===== src/rtl/ssd_div.sv =====
// ----------------------------------------------------------------------------
// ssd_div: pipelined restoring fraction divider
// Gives floor(num * 2^(QB-1) / den) for 0 <= num <= den, den > 0,
// one quotient bit per stage.
// ----------------------------------------------------------------------------
`default_nettype none

module ssd_div #(
    parameter int W  = 32,
    parameter int QB = 16
) (
    input  wire logic          i_clk,
    input  wire logic          i_en,
    input  wire logic [W-1:0]  i_num,
    input  wire logic [W-1:0]  i_den,
    output logic [QB-1:0]      o_q
);

    logic [W-1:0]  r_rem [0:QB-2];
    logic [W-1:0]  r_den [0:QB-2];
    logic [QB-1:0] r_q   [0:QB-1];

    genvar j;
    generate
        for (j = 0; j < QB; j++) begin : g_stage
            logic [W:0]    w_rem_in;
            logic [W-1:0]  w_den_in;
            logic [QB-1:0] w_q_in;
            logic          w_ge;
            logic [W:0]    w_rem_out;

            if (j == 0) begin : g_first
                assign w_rem_in = {1'b0, i_num};
                assign w_den_in = i_den;
                assign w_q_in   = '0;
            end else begin : g_next
                assign w_rem_in = {r_rem[j-1], 1'b0};
                assign w_den_in = r_den[j-1];
                assign w_q_in   = r_q[j-1];
            end

            // trial subtract
            assign w_ge      = (w_rem_in >= {1'b0, w_den_in});
            assign w_rem_out = w_ge ? (w_rem_in - {1'b0, w_den_in}) : w_rem_in;

            always_ff @(posedge i_clk) begin
                if (i_en) begin
                    r_q[j] <= w_q_in | (QB'(w_ge) << (QB - 1 - j));
                end
            end

            // remainder and divisor feed the next stage only
            if (j < QB - 1) begin : g_fwd
                always_ff @(posedge i_clk) begin
                    if (i_en) begin
                        r_rem[j] <= w_rem_out[W-1:0];
                        r_den[j] <= w_den_in;
                    end
                end
            end
        end
    endgenerate

    assign o_q = r_q[QB-1];

endmodule

`default_nettype wire


===== config.mk =====
export PLATFORM = sky130hd
export DESIGN_NAME = ssd_div
export DESIGN_NICKNAME = d
export VERILOG_FILES = /design/src/rtl/ssd_div.sv
export SDC_FILE = /design/constraint.sdc
export NUM_CORES = 2
export LEC_CHECK = 0
export ABC_AREA = 1
export BUFFER_PORTS_ARGS = -buffer_cell sky130_fd_sc_hd__buf_2
export CELL_PAD_IN_SITES_DETAIL_PLACEMENT = 2
export CELL_PAD_IN_SITES_GLOBAL_PLACEMENT = 2
export CORE_UTILIZATION = 38
export CTS_CLUSTER_DIAMETER = 50
export DETAILED_ROUTE_END_ITERATION = 10
export PLACE_DENSITY = 0.87
export SYNTH_ARGS = -nofsm -noshare
export SYNTH_HDL_FRONTEND = slang
export SYNTH_SLANG_ARGS = --single-unit
export TNS_END_PERCENT = 30

===== constraint.sdc =====
create_clock -name i_clk -period 2.6 [get_ports i_clk]
set_input_delay 0.52 -clock i_clk [delete_from_list [all_inputs] [get_ports i_clk]]
set_output_delay 0.52 -clock i_clk [all_outputs]
set_load 0.005 [all_outputs]

==> results of run 1 <==
cells by family after synthesis:
kind of cell / Yosys count / share of synthesized area
fa+ha+maj: 526 / 0.08341
xor+xnor: 211 / 0.02303
compound gates: 385 / 0.02498
flops: 1096 / 0.4101
buf+inv: 2412 / 0.1204
simple gates: 6314 / 0.3381
metal layers:
layer | GRT usage | GRT overflow
met5 | 0.2590 | 5
met3 | 0.4951 | 19
met2 | 0.9081 | 587
met4 | 0.7315 | 352
met1 | 0.6826 | 29
what timing repair did:
action	4_1_cts
gates resized for setup	905
setup endpoints to repair	462
pin swaps	55
endpoints found under the hold margin	58
gates cloned	6
buffers inserted	246
hold buffers	58
synthesized netlist by cell type (7+ instances only):
master / count / area [µm²]
fa_1: 15 / 300.3
nand2_8: 9 / 180.2
a21o_1: 17 / 127.6
nand2_2: 58 / 362.9
buf_2: 59 / 295.3
o21bai_1: 9 / 67.56
buf_4: 7 / 52.55
ha_1: 511 / 6394
nand3b_1: 149 / 1119
inv_2: 24 / 90.09
buf_6: 51 / 574.3
xnor2_1: 15 / 131.4
nor3_2: 18 / 180.2
nand2_1: 4342 / 16300
and2_1: 124 / 775.7
nor2_2: 36 / 225.2
nor3_1: 111 / 555.5
or2_2: 11 / 68.82
nor2_4: 12 / 135.1
edfxtp_1: 1096 / 32910
inv_1: 2253 / 8457
a21oi_1: 329 / 1647
xor2_1: 196 / 1717
nand2_4: 14 / 157.7
nand3_2: 112 / 1121
nand4_1: 45 / 281.5
o21ai_0: 25 / 125.1
nand3_1: 709 / 3548
nor2_1: 561 / 2106
per-stage QoR:
stage | setup TNS (ns) | cell area (µm²) | worst slack [ns] | utilization
2_1_floorplan | 0 | 80250 | 0.3087 | -
3_3_place_gp | -1.624 | 88190 | -0.1664 | 0.4204
3_5_place_dp | -31.48 | 88190 | -0.3612 | 0.4204
4_1_cts | -0.9129 | 101000 | -0.05605 | 0.4817
==> results_dict.tcl, run 1 <==
set metrics [dict create \
    synth_edf_count 1096 \
    netlist_instances 10940 \
    cts_root_buffer "clkbuf_16" \
    overflow 992 \
    clk_path_buf_depth 3 \
    track_usage 0.7002 \
    syn_area_um2 80250 \
    cts.sinks 1096 \
    portBuffers 81 \
    cts_made_buffers 180 \
    lastStage "5_1_grt" \
    status "stopped before the end" \
    routabilityCongestion 0.9525 \
    firstError "[ERROR GRT-0116] Global routing finished with congestion. Check the congestion regions in the DRC Viewer." \
    die_y_um 461.6 \
    htree_levels 4 \
    io_pins 82 \
    ys_seq_area_frac 0.4101 \
    dp_hpwl_mm 319.1 \
    std_cell_rows 168 \
    grt_pass1_vias 123300 \
    ys.flop_type "edfxtp_1" \
    die_w_um 461.6 \
    ys_ff_latch 1096 \
    synth_cell_types 39 \
    async_flop_share 0 \
    dp_cells 14300 \
    start_util 0.3826 \
    postSynthAreaPerCell_um2 7.333 \
    yosysWarnings 0 \
    syn-num-nets 11540 \
    grt_max_degree 121 \
    grt_pass1_wl_mm 1076 \
]
==> inputs of run 2 (changes only) <==
CELL_PAD_IN_SITES_DETAIL_PLACEMENT = unset   (was 2)
CELL_PAD_IN_SITES_GLOBAL_PLACEMENT = unset   (was 2)
CTS_CLUSTER_DIAMETER = unset   (was 50)
PLACE_DENSITY = unset   (was 0.87)
PLACE_DENSITY_LB_ADDON = 0.15   (was unset)
==> results_dict.tcl, run 2 <==
set metrics [dict create \
    async_flop_share 0 \
    maxSlewViolCount 0 \
    rsz0062_at_grt "true" \
    core_um2 209800 \
    htree_levels 4 \
    dr.pass1.iters 6 \
    setup_viol_count_final 0 \
    wl_met1_mm 116.9 \
    track_usage 0.2563 \
    end_kind "flop" \
    area_growth_pct 18.91 \
    holdPathStages 3 \
    yosys-top-cells-area "edfxtp_1, nand2_1, inv_1, ha_1, nand3_1" \
    finalInstanceArea_um2 95420 \
    yosysMostFrequentCell "nand2_1" \
    max_freq_mhz 388.8 \
    clk_latency_ns 0.81 \
    ys_seq_area_frac 0.4101 \
    grt_pass1_vias 68080 \
    overflow 0 \
    reg_top3 "r_den (480), r_rem (480), r_q (136)" \
    layout_commonest_cell "nand2_1" \
    timing.hold.ws_ns 0.05689 \
    cp-start-kind "flop" \
    die_area_um2 213000 \
    yosysTopAreaCell "edfxtp_1" \
    cp.arrival_ns 3.07 \
    drc 0 \
    drt-initial-drc-count 5017 \
    dp_hpwl_mm 225.5 \
    via_count 70200 \
    routed_wl_mm 275.4 \
    cts_root_buffer "clkbuf_16" \
    critical_path_class "flop to flop" \
    finalHoldViolCount 0 \
    timing.rr.end "r_rem[1][181]" \
    synth_top_area_frac 0.4101 \
    period_minus_slack_ns 2.572 \
    maxCapViolations 0 \
    ys_ff_latch 1096 \
    tightest_slew_ns 0.7691 \
    syn-num-nets 11540 \
    post_drt_wl_per_cell_um 18.62 \
    die_w_um 461.6 \
    cp.required_ns 3.10 \
    ant_nets 0 \
    clk_pin_slew_ns 0.06 \
    mostFrequentLayoutCells "nand2_1, inv_1, edfxtp_1" \
    status "finished, final reports clean" \
    top_layer "met4" \
    grt_pass1_wl_mm 411.5 \
    wl_met2_mm 135.6 \
    io_pins 82 \
    antenna_found_initial 2 \
    synth_common_cells "nand2_1, inv_1, edfxtp_1" \
    cts_made_buffers 136 \
    ys.flop_type "edfxtp_1" \
    postSynthAreaPerCell_um2 7.333 \
    vdd_drop_max_mv 0.8556 \
    fillCellCount 21380 \
    ff2ff_path_depth 13 \
    leakagePower_nw 49.98 \
    p_per_area_nw_per_um2 1172 \
    hold_path.class "input pin to flop" \
    portBuffers 81 \
    max_slew_margin 0.4833 \
    clk_path_buf_depth 3 \
    tns_ns 0 \
    regToRegStartpoint "r_den[1][135]" \
    synth_cell_types 39 \
    syn_area_um2 80250 \
    cts_tree "yes" \
    critPathMaxFanout 4 \
    start_util 0.3826 \
    final_nets 12470 \
    drive_above_1_share 0.1267 \
    route.met3.wl_mm 11.24 \
    avgViaCountPerCell 4.746 \
    yosysWarnings 0 \
    p_total_w 0.1118 \
    grt_max_degree 77 \
    min_to "r_rem[0][25]" \
    skew_ns 0.02471 \
    synth_edf_count 1096 \
    cts.sinks 1096 \
    place_area_um2 89110 \
    hold_start "i_num[25]" \
    routabilityCongestion 0.9485 \
    final_util 0.4549 \
    netlist_instances 10940 \
    fin_crit_sh 0.9892 \
    std_cell_rows 168 \
    regArea_um2 32910 \
    worstSetupStartpoint "r_den[1][135]" \
    r2r_slack_ns 0.03 \
    die_y_um 461.6 \
    multi_input_area_um2 38530 \
]
-- run 2: worst max path at each step --
stage / to / slack [ns]
final: r_rem[1][181] / 0.03
after global routing: r_rem[1][181] / -0.01
after CTS: r_rem[0][253] / 0.004
after detailed placement: r_rem[1][183] / -0.20
after global placement: r_rem[1][183] / -0.19
after floorplan: r_rem[0][31] / 0.31
-- run 2: report_power, final --
| part | switching, W | internal, W |
|---|---|---|
| registers | 0.00409 | 0.0263 |
| logic | 0.0394 | 0.0228 |
| clock network | 0.00837 | 0.0109 |
-- run 2: metrics by stage --
step	worst slack (ns)	std cells
2_1_floorplan	0.3087	10940
3_3_place_gp	-0.1909	14440
3_5_place_dp	-0.1998	14440
4_1_cts	0.004187	14740
5_1_grt	-0.01353	14790
6_report	0.02800	14790
-- run 2: timing repair --
action,CTS,global route
endpoints found under the setup margin,56,305
gates resized for setup,16,157
hold endpoints to repair,57,0
pin swaps,2,15
hold buffers,57,0
setup buffers,4,45
cloned,0,2
-- run 2: area by class of cell --
| type | count | share of cell area |
|---|---|---|
| antenna | 2 | 0.00005245 |
| clock buffer | 155 | 0.03641 |
| clock inverter | 89 | 0.01054 |
| inverter | 2282 | 0.08997 |
| multi-input combinational | 7438 | 0.4037 |
| sequential | 1096 | 0.3449 |
| tap | 2805 | 0.03678 |
| timing repair buffer | 925 | 0.07760 |
-- run 2: layer usage --
layer	GRT usage	up-vias
li1	-	35890
met1	0.3149	32200
met2	0.4562	1669
met3	0.02916	438
met4	0.09885	0
met5	0	-
-- run 2: critical path: stages, from the launching register on --
cell and delay [ns]:
edfxtp_1 0.52, inv_1 0.12, ha_4 0.31, nand2_1 0.11
nor2_4 0.18, nand2_1 0.10, nor3_2 0.15, nand2_1 0.07
nand2_1 0.11, nor2_4 0.07, buf_12 0.15, buf_4 0.14
nand3_1 0.07, nand2_1 0.16
-- run 2: cells by family (layout without fill, tap and decap cells) --
family	after synthesis	after routing	share of synthesized area
AND/OR/NAND/NOR	6314	6316	0.3381
flip-flops	1096	1096	0.4101
AO/OA/AOI/OAI	385	385	0.02498
buffers and inverters	2412	3451	0.1204
other	0	2	0
XOR/XNOR	211	211	0.02303
adder cells (fa/ha/maj)	526	526	0.08341
Note: power is estimated with default switching activity, not from simulation.
