<file path="config.mk">
export PLATFORM = sky130hd
export DESIGN_NAME = ssd_mul
export DESIGN_NICKNAME = d
export VERILOG_FILES = /design/src/rtl/ssd_pkg.sv /design/src/rtl/ssd_mul.sv
export SDC_FILE = /design/constraint.sdc
export NUM_CORES = 2
export LEC_CHECK = 0
export ABC_AREA = 1
export BUFFER_PORTS_ARGS = -buffer_cell sky130_fd_sc_hd__buf_2
export CORE_ASPECT_RATIO = 1.4
export CORE_MARGIN = 2
export CORE_UTILIZATION = 40
export DETAILED_ROUTE_END_ITERATION = 7
export PLACE_DENSITY = 0.65
export SLEW_MARGIN = 20
export SYNTH_ARGS = -nofsm -noshare
export SYNTH_HDL_FRONTEND = slang
export SYNTH_SLANG_ARGS = --single-unit
</file>
<file path="constraint.sdc">
create_clock -name i_clk -period 8.7 [get_ports i_clk]
set_clock_uncertainty 0.05 [all_clocks]
set_input_delay 1.74 -clock i_clk [delete_from_list [all_inputs] [get_ports i_clk]]
set_output_delay 1.74 -clock i_clk [all_outputs]
set_load 0.05 [all_outputs]
</file>
<file path="src/rtl/ssd_pkg.sv">
// ----------------------------------------------------------------------------
// ssd_pkg: shared constants for the segment distance pipeline
// Fraction width of the clamped line parameters, output format and the
// chunk size used by the pipelined multipliers.
// ----------------------------------------------------------------------------
`default_nettype none

package ssd_pkg;

    // fraction bits of the closest-point parameters sc and tc
    localparam int T_BITS = 48;

    // output distance, unsigned Q25.0 (integer)
    localparam int DIST_W = 25;
    localparam logic [DIST_W-1:0] DIST_MAX = {DIST_W{1'b1}};

    // multiplier operand B is consumed this many bits per stage
    localparam int MUL_CHUNK = 16;

    // latency in cycles of ssd_mul for a B operand of wb bits
    function automatic int mul_lat(input int wb);
        return (wb + MUL_CHUNK - 1) / MUL_CHUNK + 1;
    endfunction

endpackage

`default_nettype wire

</file>
<file path="src/rtl/ssd_mul.sv">
// ----------------------------------------------------------------------------
// ssd_mul: pipelined signed multiplier
// Operand B is split into MUL_CHUNK-bit digits; each stage adds one
// partial product A*digit into the accumulator.
// ----------------------------------------------------------------------------
`default_nettype none

module ssd_mul #(
    parameter int WA = 32,
    parameter int WB = 32
) (
    input  wire logic                  i_clk,
    input  wire logic                  i_en,
    input  wire logic signed [WA-1:0]  i_a,
    input  wire logic signed [WB-1:0]  i_b,
    output logic signed [WA+WB-1:0]   o_p
);

    localparam int CH  = ssd_pkg::MUL_CHUNK;
    localparam int NCH = (WB + CH - 1) / CH;
    localparam int WBX = NCH * CH;
    localparam int WP  = WA + WB;

    logic signed [WA-1:0]  r_a   [0:NCH-1];
    logic signed [WB-1:0]  r_b   [0:NCH-1];
    logic signed [WP-1:0]  r_acc [1:NCH];

    // operand capture
    always_ff @(posedge i_clk) begin
        if (i_en) begin
            r_a[0] <= i_a;
            r_b[0] <= i_b;
        end
    end

    genvar k;
    generate
        for (k = 0; k < NCH; k++) begin : g_stage
            logic signed [WBX-1:0] w_bx;
            logic signed [WP-1:0]  w_dig;
            logic signed [WP-1:0]  w_pp;

            assign w_bx = WBX'(r_b[k]);

            // low digits are unsigned, the top digit carries the sign
            if (k == NCH - 1) begin : g_top
                assign w_dig = WP'($signed(w_bx[k*CH +: CH]));
            end else begin : g_low
                assign w_dig = $signed(WP'({1'b0, w_bx[k*CH +: CH]}));
            end

            assign w_pp = (WP'(r_a[k]) * w_dig) <<< (k * CH);

            if (k == 0) begin : g_first
                always_ff @(posedge i_clk) begin
                    if (i_en) begin
                        r_acc[1] <= w_pp;
                    end
                end
            end else begin : g_next
                always_ff @(posedge i_clk) begin
                    if (i_en) begin
                        r_acc[k+1] <= r_acc[k] + w_pp;
                    end
                end
            end

            if (k < NCH - 1) begin : g_fwd
                always_ff @(posedge i_clk) begin
                    if (i_en) begin
                        r_a[k+1] <= r_a[k];
                        r_b[k+1] <= r_b[k];
                    end
                end
            end
        end
    endgenerate

    assign o_p = r_acc[NCH];

endmodule

`default_nettype wire

</file>
Word level (Yosys, flattened, before mapping)
Memory sizes are Yosys's and may differ from the RTL's. Index checks and enable logic that the tools add are counted.

Memories: 3. Register bits: 0. Output and inout port bits: 64. Input port bits: 66. Logic and storage cells: 8. Memory bits (writable): 256.

Memory list: r_acc (depth 2, bits a word 64, rd ports 2, clocked after memory_dff 0, wr ports 2, line ssd_mul.sv:26) `logic signed [WP-1:0] r_acc [1:NCH];`; r_a (depth 2, bits a word 32, rd ports 2, clocked after memory_dff 0, wr ports 2, line ssd_mul.sv:24) `logic signed [WA-1:0] r_a [0:NCH-1];`; r_b (depth 2, bits a word 32, rd ports 2, clocked after memory_dff 0, wr ports 2, line ssd_mul.sv:25) `logic signed [WB-1:0] r_b [0:NCH-1];`.

Add/sub/neg operators: 1. Multipliers: 2. Multiplexer cells: 2.

Operator list (count): adder 64 bit (1); multiplier 32 x 17 -> 49 bit (1); multiplier 32 x 16 -> 48 bit (1); two-way mux 1 bit (2).

Depth between registers and ports, before layout
An unclocked memory read counts as a cell.

Depth in word-level cells: 3. Gate-level depth with buffers: 43. Depth with buffers taken out: 41.

Worst setup path before layout
No wires, ideal clock.

Path type: reg-to-reg. Start point: mem r_a[1][14] (netlist: r_a[0][46]). End point: mem r_acc[2][63] in the netlist's numbering (data pin). Path slack: 1850 ps. Cell stages (with the launch flop): 39. Required time: 8401 ps. Clock period less this slack: 6850 ps. Arrival time: 6550 ps. Buffers on the path: 2. Library setup time: 249 ps. Path through: edfxtp_1 clkbuf_1 clkbuf_1 nand2_1 fa_1 inv_1 fa_1 inv_1 fa_1 inv_1 fa_1 fa_1 inv_1 fa_1 inv_1 ha_1 a21oi_1 nor2_1 [3 not listed] nor2_1 o21bai_1 nand4_1 nand2_1 inv_1 ha_1 inv_1 nor3_1 and2_1 nand2_1 nor2_1 nand2_1 nand3_1 nand2_1 nand2_1 nand2_1 nand2_1 inv_1.

RTL lines (line): start, declared (ssd_mul.sv:24); end, declared (ssd_mul.sv:26).

==> reports/results.tsv <==
stage	metric	value	unit
routing	ant_nets	0	
worst_setup_path	regToRegSetupSlack	0.34	ns
placed_design	numPortBuffers	129	
final_layout	syn2layout_area_growth	8.054	%
min_path	hp-class	reg2reg	
routing	vias	38050	
synth	synth_edf_count	225	
worst_setup_path	start_kind	register	
routing	wl_per_cell	18.96	um
routing	avgViaCountPerCell	4.979	
synth	yosys_warnings	0	
worst_setup_path	cp-end-kind	register	
synth	synth_fp_nets	7269	
sta	finalSetupViolCount	0	
global_route	grt_antenna_before_repair	9	
synth	synth_cell_types	50	
clock_tree	clk_root_buffer_cell	clkbuf_16	
routing	first_pass_iters	5	
worst_setup_path	criticalPathCategory	reg2reg	
sta	fmax	119.6	MHz
worst_setup_path	critical_path.slowest_cell	edfxtp_1	
clock_tree	numCtsBuffers	30	
worst_setup_path	cp_top_family	adder cells	
min_path	hold-path-endpoint	r_acc[2][5]	
synth	async_reset_ff_share	0	%
sta	maxSlewHeadroom	29.63	%
worst_setup_path	slowest_delay	0.96	ns
routing	drc	0	
sta	slew_violations	0	
sta	finalCriticalPeriod	8.364	ns
routing	wirelength	144900	um
placed_design	hpwl	121600	um
sta	setup_tns	0	ns
synth	seq_area_frac_synth	13.95	%
synth	synth_top_cells_by_area	fa_1 (40%), edfxtp_1 (14%), inv_1 (14%), nand2_1 (11%), ha_1 (7.3%)	
routing	first_iter_violations	2345	
clock_tree	cts.clk_slew.worst_paths	0.07	ns
worst_setup_path	arrival	8.72	ns
synth	netlist_instances	5946	
final_layout	seqCellArea	6756	sq um
die	io_pins	130	
worst_setup_path	rr_startpoint	r_a[0][59]	
global_route	grt_max_degree	68	
sta	post-route-period-util	96.14	%
global_route	grt_pass1_wl	231200	um
sta	finalHoldViolCount	0	
die	rows	151	
final_layout	fin_nets	7334	
clock_tree	cts_tree	built	
worst_setup_path	cp_max_fo	16	
synth	synth_seq_cells	225	
worst_setup_path	timing.rr.end	r_acc[2][61]	
synth	yosys.area.top_type	fa_1	
worst_setup_path	rr_worst_depth	29	
die	initial_core_util	40.17	%
global_route	grt_pass1_vias	42140	
die	die_width	298.1	um
global_route	grt_usage	24.18	%
clock_tree	cts_hold_buf	0	
synth	yosys_most_used_dff	edfxtp_1	
final_layout	multiInputGateArea	34230	sq um
final_layout	nFillCells	12150	
die	coreArea	120500	sq um
clock_tree	h-tree-depth	1	
final_layout	drive_gt1_share	6.529	%
global_route	grt_overflow_total	0	
outcome	status	finished clean	
clock_tree	clkSinkCount	225	
worst_setup_path	cp.required	9.05	ns
min_path	holdPathStages	0	
synth	avgSynthCellArea	8.144	sq um
synth	synth_top_cell_area_share	40.35	%
clock_tree	clock_path_buffers	3	
sta	rsz0062_at_grt	no	
clock_tree	clk_latency	0.64	ns
synth	synth_area	48420	sq um
die	dieArea	123900	sq um
flow_run	drv_cap	0	
min_path	hp-start	r_acc[1][5]	
worst_setup_path	critPathBufInv	7	
die	dieHeight	415.7	um
placed_design	gp_congestion	1.002	
sta	worst_slew_pin_slew	1.056	ns
-- worst reg2reg max path: cells and delay by family (launching register included) --
kind            cells  cell delay, ns
compound gates      5            1.20
xor+xnor            1            0.22
fa+ha+maj           8            3.78
buf+inv             7            0.57
flops               1            0.96
simple gates        8            1.33
-- kinds of logic after synthesis --
group	Yosys count	synth area share [%]
AND/OR/NAND/NOR	2005	16.67
buffers and inverters	1982	15.36
adder cells (fa/ha/maj)	1257	47.61
AO/OA/AOI/OAI	363	4.343
flip-flops	225	13.95
XOR/XNOR	114	2.062
-- cells in the final DEF (no fill, tap or decap), types with 13 or more instances in the layout --
master and count:
nand2_1 1482, a31oi_1 16, edfxtp_1 225, nor2_2 16
o21ai_0 83, o21bai_1 25, nand3_1 107, buf_12 13
nand2_2 13, clkbuf_16 30, ha_1 281, nor3_1 15
fa_1 976, a21o_1 28, nor2_1 296, inv_2 13
xnor2_1 40, xor2_1 74, buf_4 102, inv_1 1756
nand4_1 24, a21oi_1 166, buf_2 128
-- cell usage after synthesis, types with 2 or more instances --
library cell,number
inv_1,1756
nand2_1,1482
fa_1,976
nor2_1,296
ha_1,281
edfxtp_1,225
clkbuf_1,213
a21oi_1,166
nand3_1,107
o21ai_0,83
xor2_1,74
xnor2_1,40
a21o_1,28
o21bai_1,25
nand4_1,24
a31oi_1,16
nor2_2,16
nor3_1,15
inv_2,13
nand2_2,13
nor3_2,11
or2_2,11
o21ai_1,10
nand3_2,8
a21boi_0,7
a21oi_2,6
and3_1,6
and2_1,4
nor4_2,4
o211ai_1,4
o21a_1,4
o21ai_2,3
o31ai_1,2
-- layer usage --
layer | up-vias | global-route usage (%) | part of all wire, %
met3 | 435 | 2.624 | 5.6
met5 | - | 0 | 0
met4 | 0 | 13.00 | 6.1
met1 | 19080 | 28.06 | 37
li1 | 17190 | - | -
met2 | 1344 | 43.56 | 51
-- worst max-delay path by stage --
stage | depth (start not counted) | start | slack (ns) | end
CTS | 30 | r_a[0][54] | 0.34 | r_acc[2][53]
global placement | 30 | r_a[0][54] | 0.37 | r_acc[2][53]
floorplan | 38 | r_a[0][46] | 1.85 | r_acc[2][63]
global route | 33 | r_a[0][59] | 0.003 | r_acc[2][63]
finish | 29 | r_a[0][59] | 0.34 | r_acc[2][61]
detailed placement | 30 | r_a[0][54] | 0.38 | r_acc[2][53]
-- registers in the layout, summed over array words and instances, names as in the netlist --
signal,cells
r_acc,113
r_b,48
r_a,64
-- final cells by class --
cell class / instances / share of cell area, %
sequential: 225 / 12.91
antenna: 1 / 0.004783
timing repair buffer: 246 / 3.271
tap: 1606 / 3.840
multi-input combinational: 3739 / 65.42
clock inverter: 24 / 0.4161
inverter: 1769 / 12.69
clock buffer: 32 / 1.449
-- timing repair --
item	4_1_cts	5_1_grt
buffers inserted	0	33
endpoints found under the setup margin	0	5
resized for setup	0	1
-- stage by stage --
step,std cells,setup WS [ns],hold slack (ns),area (sq um),util [%]
2_1_floorplan,5946,1.850,0.3503,48420,-
3_3_place_gp,7550,0.3672,0.3534,50930,42.25
3_5_place_dp,7551,0.3802,0.3554,50950,42.26
4_1_cts,7607,0.3382,0.3629,51920,43.07
5_1_grt,7641,0.002633,0.3758,52320,43.41
6_report,7642,0.3362,0.3641,52320,43.41
Power is not shown: default switching activity piles up to over one toggle a cycle in this logic, so the estimate is an artifact.
